**src/rtl/keyed_reader_writer_lock_table_top_assert.svh**
```systemverilog
// Assertion macros for the keyed reader/writer lock table.
// Used by the controller and datapath modules; depends on clk and arst_n in scope.
`ifndef KEYED_READER_WRITER_LOCK_TABLE_TOP_ASSERT_SVH
`define KEYED_READER_WRITER_LOCK_TABLE_TOP_ASSERT_SVH

`ifndef SYNTHESIS
`define KRWL_ASSERT(label, prop, msg) \
	label: assert property (@(posedge clk) disable iff (!arst_n) (prop)) else $error(msg);
`define KRWL_ASSERT_NEXT(label, pre, post, msg) \
	label: assert property (@(posedge clk) disable iff (!arst_n) (pre) |=> (post)) else $error(msg);
`else
`define KRWL_ASSERT(label, prop, msg)
`define KRWL_ASSERT_NEXT(label, pre, post, msg)
`endif

`endif

```
**src/rtl/krwl_pkg.sv**
```systemverilog
// Shared types and codes for the keyed reader/writer lock table.
// Used by krwl_ctrl, krwl_dp and the top level; depends on nothing.
package krwl_pkg;

	localparam int KeyW   = 64;
	localparam int CountW = 9;
	localparam int CountCap = 255;

	typedef logic [1:0] kind_t;
	localparam kind_t KIND_ACQUIRE = 2'd0;
	localparam kind_t KIND_RELEASE = 2'd1;
	localparam kind_t KIND_TEST    = 2'd2;
	localparam kind_t KIND_UNUSED  = 2'd3;

	typedef logic [2:0] status_t;
	localparam status_t ST_OK           = 3'd0;
	localparam status_t ST_CONFLICT     = 3'd1;
	localparam status_t ST_FULL         = 3'd2;
	localparam status_t ST_READERS_FULL = 3'd3;
	localparam status_t ST_MISMATCH     = 3'd4;

	typedef logic signed [CountW-1:0] count_t;

	typedef struct packed {
		logic load;
		logic lookup;
		logic commit;
	} ctrl_cmd_t;

endpackage

```
**src/rtl/krwl_ctrl.sv**
```systemverilog
// Controller state machine for the keyed reader/writer lock table.
// Depends on krwl_pkg and the assertion macro header.
`include "keyed_reader_writer_lock_table_top_assert.svh"

module krwl_ctrl (
	input  logic                clk,
	input  logic                arst_n,
	input  logic                in_valid,
	output logic                in_stall,
	output logic                out_valid,
	input  logic                out_stall,
	output krwl_pkg::ctrl_cmd_t cmd
);

	typedef enum logic [1:0] {
		S_IDLE,
		S_LOOKUP,
		S_UPDATE
	} state_t;

	state_t state_q;
	logic   out_valid_q;
	logic   out_free;

	assign out_free  = !out_valid_q || !out_stall;
	assign in_stall  = (state_q != S_IDLE);
	assign out_valid = out_valid_q;

	always_comb begin
		cmd.load   = (state_q == S_IDLE) && in_valid;
		cmd.lookup = (state_q == S_LOOKUP);
		cmd.commit = (state_q == S_UPDATE) && out_free;
	end

	always_ff @(posedge clk or negedge arst_n) begin
		if (!arst_n) begin
			state_q     <= S_IDLE;
			out_valid_q <= 1'b0;
		end else begin
			if (cmd.commit) begin
				out_valid_q <= 1'b1;
			end else if (!out_stall) begin
				out_valid_q <= 1'b0;
			end
			unique case (state_q)
				S_IDLE: begin
					if (in_valid) begin
						state_q <= S_LOOKUP;
					end
				end
				S_LOOKUP: begin
					state_q <= S_UPDATE;
				end
				S_UPDATE: begin
					// The result is written only once the output register is free.
					if (out_free) begin
						state_q <= S_IDLE;
					end
				end
				default: begin
					state_q <= S_IDLE;
				end
			endcase
		end
	end

	`KRWL_ASSERT(a_cmd_onehot, $onehot0({cmd.load, cmd.lookup, cmd.commit}), "commands overlap")
	`KRWL_ASSERT_NEXT(a_accept_lookup, in_valid && !in_stall, cmd.lookup, "no lookup after accept")
	`KRWL_ASSERT_NEXT(a_commit_out, cmd.commit, out_valid, "commit did not raise out_valid")

endmodule

```
**src/rtl/krwl_dp.sv**
```systemverilog
// Datapath of the keyed reader/writer lock table: item registers, the
// associative entry store, the decision logic and the result register.
// Depends on krwl_pkg and the assertion macro header.
`include "keyed_reader_writer_lock_table_top_assert.svh"

module krwl_dp #(
	parameter int ENTRIES    = 16,
	parameter int READER_MAX = 255
) (
	input  logic                               clk,
	input  logic                               arst_n,
	input  krwl_pkg::ctrl_cmd_t                cmd,
	input  krwl_pkg::kind_t                    kind,
	input  logic [krwl_pkg::KeyW-1:0]          object_id,
	input  logic                               mode,
	output logic                               answer,
	output krwl_pkg::status_t                  status,
	output logic signed [krwl_pkg::CountW-1:0] holders
);

	localparam int LimCapped = (READER_MAX > krwl_pkg::CountCap) ? krwl_pkg::CountCap
		: READER_MAX;
	localparam int LimFinal = (LimCapped < 1) ? 1 : LimCapped;
	localparam krwl_pkg::count_t ReaderLimit = krwl_pkg::count_t'(LimFinal);

	// Item registers.
	krwl_pkg::kind_t           kind_s1;
	logic [krwl_pkg::KeyW-1:0] key_s1;
	logic                      mode_s1;

	// Entry store.
	logic [ENTRIES-1:0]        valid_q;
	logic [krwl_pkg::KeyW-1:0] key_q [ENTRIES];
	krwl_pkg::count_t          cnt_q [ENTRIES];

	// Lookup results.
	logic [ENTRIES-1:0] match;
	logic [ENTRIES-1:0] free_vec;
	krwl_pkg::count_t   hit_cnt;
	logic [ENTRIES-1:0] hit_vec_s2;
	logic [ENTRIES-1:0] free_vec_s2;
	logic               hit_s2;
	logic               free_any_s2;
	krwl_pkg::count_t   cnt_s2;

	// Decision.
	logic              nx_answer;
	krwl_pkg::status_t nx_status;
	krwl_pkg::count_t  nx_holders;
	logic              do_alloc;
	logic              do_write;
	logic              do_free;
	krwl_pkg::count_t  wr_cnt;

	always_ff @(posedge clk) begin
		if (cmd.load) begin
			kind_s1 <= kind;
			key_s1  <= object_id;
			mode_s1 <= mode;
		end
	end

	always_comb begin
		hit_cnt = '0;
		for (int i = 0; i < ENTRIES; i++) begin
			match[i] = valid_q[i] && (key_q[i] == key_s1);
			if (match[i]) begin
				hit_cnt = hit_cnt | cnt_q[i];
			end
		end
	end

	// Lowest clear bit of the valid vector.
	assign free_vec = ~valid_q & (valid_q + ENTRIES'(1));

	always_ff @(posedge clk) begin
		if (cmd.lookup) begin
			hit_vec_s2  <= match;
			free_vec_s2 <= free_vec;
			hit_s2      <= |match;
			free_any_s2 <= |free_vec;
			cnt_s2      <= hit_cnt;
		end
	end

	always_comb begin
		nx_answer  = 1'b0;
		nx_status  = krwl_pkg::ST_OK;
		nx_holders = hit_s2 ? cnt_s2 : '0;
		do_alloc   = 1'b0;
		do_write   = 1'b0;
		do_free    = 1'b0;
		wr_cnt     = mode_s1 ? krwl_pkg::count_t'(-1) : krwl_pkg::count_t'(1);
		unique case (kind_s1)
			krwl_pkg::KIND_ACQUIRE: begin
				if (!hit_s2) begin
					if (!free_any_s2) begin
						nx_status = krwl_pkg::ST_FULL;
					end else begin
						do_alloc   = 1'b1;
						nx_answer  = 1'b1;
						nx_holders = wr_cnt;
					end
				end else if (!mode_s1 && (cnt_s2 > 0)) begin
					if (cnt_s2 >= ReaderLimit) begin
						nx_status = krwl_pkg::ST_READERS_FULL;
					end else begin
						wr_cnt     = cnt_s2 + krwl_pkg::count_t'(1);
						do_write   = 1'b1;
						nx_answer  = 1'b1;
						nx_holders = wr_cnt;
					end
				end else begin
					nx_status = krwl_pkg::ST_CONFLICT;
				end
			end
			krwl_pkg::KIND_RELEASE: begin
				if (!hit_s2) begin
					nx_status = krwl_pkg::ST_MISMATCH;
				end else if (!mode_s1 && (cnt_s2 > 0)) begin
					wr_cnt    = cnt_s2 - krwl_pkg::count_t'(1);
					nx_answer = 1'b1;
					if (cnt_s2 == krwl_pkg::count_t'(1)) begin
						do_free    = 1'b1;
						nx_holders = '0;
					end else begin
						do_write   = 1'b1;
						nx_holders = wr_cnt;
					end
				end else if (mode_s1 && (cnt_s2 == krwl_pkg::count_t'(-1))) begin
					do_free    = 1'b1;
					nx_answer  = 1'b1;
					nx_holders = '0;
				end else begin
					nx_status = krwl_pkg::ST_MISMATCH;
				end
			end
			krwl_pkg::KIND_TEST: begin
				nx_answer = mode_s1 ? hit_s2 : (hit_s2 && (cnt_s2 < 0));
			end
			krwl_pkg::KIND_UNUSED: begin
				nx_answer = 1'b0;
			end
			default: begin
				nx_answer = 1'b0;
			end
		endcase
	end

	always_ff @(posedge clk or negedge arst_n) begin
		if (!arst_n) begin
			valid_q <= '0;
		end else if (cmd.commit) begin
			if (do_alloc) begin
				valid_q <= valid_q | free_vec_s2;
			end else if (do_free) begin
				valid_q <= valid_q & ~hit_vec_s2;
			end
		end
	end

	always_ff @(posedge clk) begin
		for (int i = 0; i < ENTRIES; i++) begin
			if (cmd.commit && do_alloc && free_vec_s2[i]) begin
				key_q[i] <= key_s1;
				cnt_q[i] <= wr_cnt;
			end else if (cmd.commit && do_write && hit_vec_s2[i]) begin
				cnt_q[i] <= wr_cnt;
			end
		end
	end

	always_ff @(posedge clk) begin
		if (cmd.commit) begin
			answer  <= nx_answer;
			status  <= nx_status;
			holders <= nx_holders;
		end
	end

	`KRWL_ASSERT(a_key_unique, $onehot0(match), "one key held in two entries")
	`KRWL_ASSERT(a_free_onehot, $onehot0(free_vec), "free slot vector not one-hot")
	`KRWL_ASSERT_NEXT(a_alloc_valid, cmd.commit && do_alloc, |(valid_q & free_vec_s2), "alloc lost")

endmodule

```
**src/rtl/keyed_reader_writer_lock_table_top.sv**
```systemverilog
// Top level of the keyed reader/writer lock table.
// Instantiates krwl_ctrl and krwl_dp; depends on krwl_pkg.
//
// Usage: one request item enters on the input channel (kind, object_id, mode)
// and one result item (answer, status, holders) leaves on the output channel.
// Both channels move an item on a rising edge with valid high and stall low.
//
// Steps: an accepted item is loaded into the item registers, looked up against all
// entries in parallel and committed to the entry store and the result register;
// its result is then valid. The controller handles one item at a time through its
// load, lookup and commit steps and takes no new item until the last has committed.
// The result sits in an output register, so the next item is taken while a
// result waits. When the receiver stalls, the result holds and a later item
// waits in its commit step until the output register is free.
//
// Reset clears all entry valid bits at once; there is no clearing pass. Key
// and count storage is written on allocation (counts also on updates) and read only while valid.
module keyed_reader_writer_lock_table_top #(
	parameter int ENTRIES    = 16,
	parameter int READER_MAX = 255
) (
	input  logic                               clk,
	input  logic                               arst_n,
	input  logic                               in_valid,
	output logic                               in_stall,
	input  krwl_pkg::kind_t                    kind,
	input  logic [krwl_pkg::KeyW-1:0]          object_id,
	input  logic                               mode,
	output logic                               out_valid,
	input  logic                               out_stall,
	output logic                               answer,
	output krwl_pkg::status_t                  status,
	output logic signed [krwl_pkg::CountW-1:0] holders
);

	krwl_pkg::ctrl_cmd_t cmd;

	krwl_ctrl u_ctrl (
		.clk       (clk),
		.arst_n    (arst_n),
		.in_valid  (in_valid),
		.in_stall  (in_stall),
		.out_valid (out_valid),
		.out_stall (out_stall),
		.cmd       (cmd)
	);

	krwl_dp #(
		.ENTRIES    (ENTRIES),
		.READER_MAX (READER_MAX)
	) u_dp (
		.clk       (clk),
		.arst_n    (arst_n),
		.cmd       (cmd),
		.kind      (kind),
		.object_id (object_id),
		.mode      (mode),
		.answer    (answer),
		.status    (status),
		.holders   (holders)
	);

endmodule

```
**config.mk**
```make
export PLATFORM = sky130hd
export DESIGN_NAME = keyed_reader_writer_lock_table_top
export DESIGN_NICKNAME = d
export VERILOG_FILES = /design/src/rtl/krwl_pkg.sv /design/src/rtl/krwl_ctrl.sv /design/src/rtl/krwl_dp.sv /design/src/rtl/keyed_reader_writer_lock_table_top.sv
export VERILOG_INCLUDE_DIRS = /design/src /design/src/rtl
export SDC_FILE = /design/constraint.sdc
export NUM_CORES = 2
export LEC_CHECK = 0
export BUFFER_PORTS_ARGS = -buffer_cell sky130_fd_sc_hd__buf_2
export CELL_PAD_IN_SITES_DETAIL_PLACEMENT = 1
export CELL_PAD_IN_SITES_GLOBAL_PLACEMENT = 1
export CORE_MARGIN = 2
export CORE_UTILIZATION = 40
export DETAILED_ROUTE_END_ITERATION = 10
export GPL_ROUTABILITY_DRIVEN = 0
export PLACE_DENSITY_LB_ADDON = 0.15
export SLEW_MARGIN = 40
export SYNTH_ARGS = -nofsm -noshare
export SYNTH_HDL_FRONTEND = slang
export SYNTH_SLANG_ARGS = --single-unit
```
**constraint.sdc**
```tcl
create_clock -name clk -period 4.8 [get_ports clk]
set_clock_uncertainty 0.05 [all_clocks]
set_input_delay 1.2 -clock clk [delete_from_list [all_inputs] [get_ports clk]]
set_output_delay 1.2 -clock clk [all_outputs]
set_load 0.02 [all_outputs]
```
==> results by group <==
Routing
  • Drt pass-1 iters: 6
  • Initial drt markers: between 3000 and 4000
  • Vias: between 30000 and 40000
  • Routed Antenna Nets: 0
  • Post-Route WL: a little over 200000 um
  • DRC: 0
  • Vias per std cell: slightly below 6
  • WL/cell: between 30 and 40 um

CTS
  • Sinks on Clock Net: between 1000 and 1500
  • TritonCTS Buffers: 149
  • CTS tree: built
  • CTS Hold Bufs: 0
  • Clk Latency, worst-skew pair: just over 0.8 ns
  • Clock Tree Root: clkbuf_16
  • H-tree depth: 4
  • Clk pin slew, worst setup/hold paths: approximately 0.060 ns
  • CTS resizes: 0
  • CTS max path bufs: 3
  • Post-CTS Setup Bufs: 0

Logic synthesis
  • Count of different cell masters after synthesis: about 80
  • Post-synth top area share: 0.697
  • Post-Syn Instances: 3650
  • Sequential share of the synthesized area: 0.705
  • FF+latch count, synth: between 1000 and 1500
  • Commonest register cell after synthesis: edfxtp_1
  • Post-synthesis average cell area: 15.2 um2
  • Synth Cell Area: approximately 0.056 mm2
  • Synth Warn #: 0
  • Syn nets: about 3700
  • Count leader, synth: edfxtp_1
  • Commonest cells post-synth: 1291 x edfxtp_1, 553 x xnor2_1, 206 x nand2b_1
  • Area leader, netlist: edfxtp_1
  • Ys async rst share: 0.0145
  • Ranking of synthesized cells by area: edfxtp_1 70%, xnor2_1 8.7%, xor2_1 3.2%
  • Post-synth EDFFs: around 1300

Setup path
  • Crit Path Max Fanout: 16
  • Critical Path RT: between 5 and 6 ns
  • Setup crit end kind: flop
  • Crit path DAT: 4.26 ns
  • Crit path launch type: flop
  • CP Class: reg2reg

Die
  • Starting Density: 0.404
  • Die Y-Extent: about 380 um
  • Core Region: 0.138 mm2
  • Die ar.: 0.142 mm2
  • # IOs: 86
  • Cell row count: 136
  • Die width: around 380 um

Timing
  • Final Hold Viols: 0
  • Fmax: 0.257 GHz
  • Final Setup Violations: 0
  • Final Max Slew Viols: 0
  • RSZ-0062 raised after global routing: no
  • Setup TNS: 0 ns
  • Final min period: approximately 4 ns
  • Max transition margin: 0.288
  • Worst slew pin tran: 1.06 ns
  • Final Cycle Share: 0.811

Pwr
  • Total power: just under 30 mW
  • Max VDD drop: 0.000322 V
  • Pwr/cell area: around 450 mW/mm2
  • LEAKAGE: 20.9 nW

Finish
  • Share of cells above drive strength 1: 0.153
  • Final Net Count: 4092
  • Number of fill cells in the layout: 13400
  • Area growth from synthesis to layout: 16.8%

Place
  • Dpl hpwl: around 140000 um
  • Number of port buffers: 85

Run
  • Number of max-cap violations: 0

Global routing
  • Initial antenna violation count: 4
  • First-pass GRT wire length: between 200000 and 300000 um
  • Vias in the first global route: 35100
  • GRT Total Usage: 0.288
  • Grt ovf: 0
  • Pin count of the biggest net entering global routing: 65

Hold path
  • Hold Path Class: in2async

Outcome
  • Status: complete, no violations
metrics by stage:
stage | utilization | cells | instance area, um2 | hold WS [ns] | worst slack (ns)
2_1_floorplan | - | 3650 | 55600 | 0.371 | 0.225
3_3_place_gp | 0.436 | 5648 | 60100 | 0.407 | 0.582
3_5_place_dp | 0.437 | 5659 | 60300 | 0.406 | 0.940
4_1_cts | 0.472 | 5926 | 65000 | 0.343 | 0.923
5_1_grt | 0.472 | 5926 | 65000 | 0.377 | 0.729
6_report | 0.472 | 5929 | 65000 | 0.364 | 0.907
placed cells by master (no fill, tap or decap), types with 28 or more instances in the layout:
master,n
clkbuf_1,31
buf_4,223
o22ai_1,35
nand2b_1,206
nor3_1,98
buf_12,49
nand2_1,131
inv_1,107
clkbuf_16,150
nand3_1,63
nand4_1,164
a21o_1,28
o2111ai_1,67
xnor2_1,553
buf_2,85
nor4_1,121
clkinv_1,32
nor2_1,56
edfxtp_1,1291
xor2_1,201
metal layers:
layer / up-vias / routed length [um] / global-route usage
li1: 14600 / - / -
met4: 0 / 8480 / 0.114
met3: 332 / 12600 / 0.0412
met1: 18600 / 86700 / 0.391
met5: - / 0 / 0
met2: 1352 / 96900 / 0.468
worst max-delay path, cell delays in order, from the launching register on:
cell and delay (ns):
edfxtp_1 0.53, ha_1 0.27, nand3_1 0.16, nor3_1 0.46
ha_1 0.35, xor3_1 0.42, nor3b_2 0.23, mux2i_1 0.14
nor3_4 0.14, buf_4 0.28, a21o_1 0.48
flip-flops by register name, indices dropped and copies added, names as in the netlist, 3 cells and up:
name              cells
u_dp.cnt_s2           9
u_dp.cnt_q          144
u_dp.key_q         1024
u_dp.holders          9
u_dp.hit_vec_s2      16
u_dp.status           3
u_dp.free_vec_s2     16
u_dp.key_s1          64
u_dp.valid_q         16
where the power goes:
part	internal (mW)	switching, mW	total [mW]
Combinational	1.27	2.74	4.01
Sequential	13.3	0.501	13.8
Clock	6.38	4.87	11.2
Total	21.0	8.11	29.1
cell type report:
type / count / area, um2 / area share
multi-input combinational: 2074 / 15200 / 0.233
antenna: 3 / 7.51 / 0.000115
inverter: 113 / 424 / 0.00652
sequential: 1310 / 39200 / 0.604
timing repair buffer: 368 / 3210 / 0.0494
tap: 1794 / 2240 / 0.0345
clock inverter: 85 / 831 / 0.0128
clock buffer: 182 / 3880 / 0.0597
cell families after synthesis:
logic type | Yosys count | synth area share
flip-flops | 1310 | 0.705
AND/OR/NAND/NOR | 984 | 0.102
XOR/XNOR | 755 | 0.119
AO/OA/AOI/OAI | 327 | 0.0463
buffers and inverters | 266 | 0.0255
adder cells (fa/ha/maj) | 5 | 0.00112
multiplexers | 3 | 0.000585
worst paths after layout:
kind | from | endpoint | slack [ns] | cells past startpoint
hold reg to reg | u_dp.hit_vec_s2[14] | u_dp.valid_q[14] | 0.43 | 1
max in group asynchronous | arst_n | u_dp.valid_q[4] | 3.91 | 1
hold / removal | arst_n | u_ctrl.out_valid | 0.36 | 1
setup reg to reg | u_dp.cnt_s2[0] | u_dp.cnt_q[6][3] | 0.91 | 10
min in group clk | u_dp.hit_vec_s2[14] | u_dp.valid_q[14] | 0.43 | 1
setup / recovery | u_dp.cnt_s2[0] | u_dp.cnt_q[6][3] | 0.91 | 10
Power figures use the tool's default switching activity.
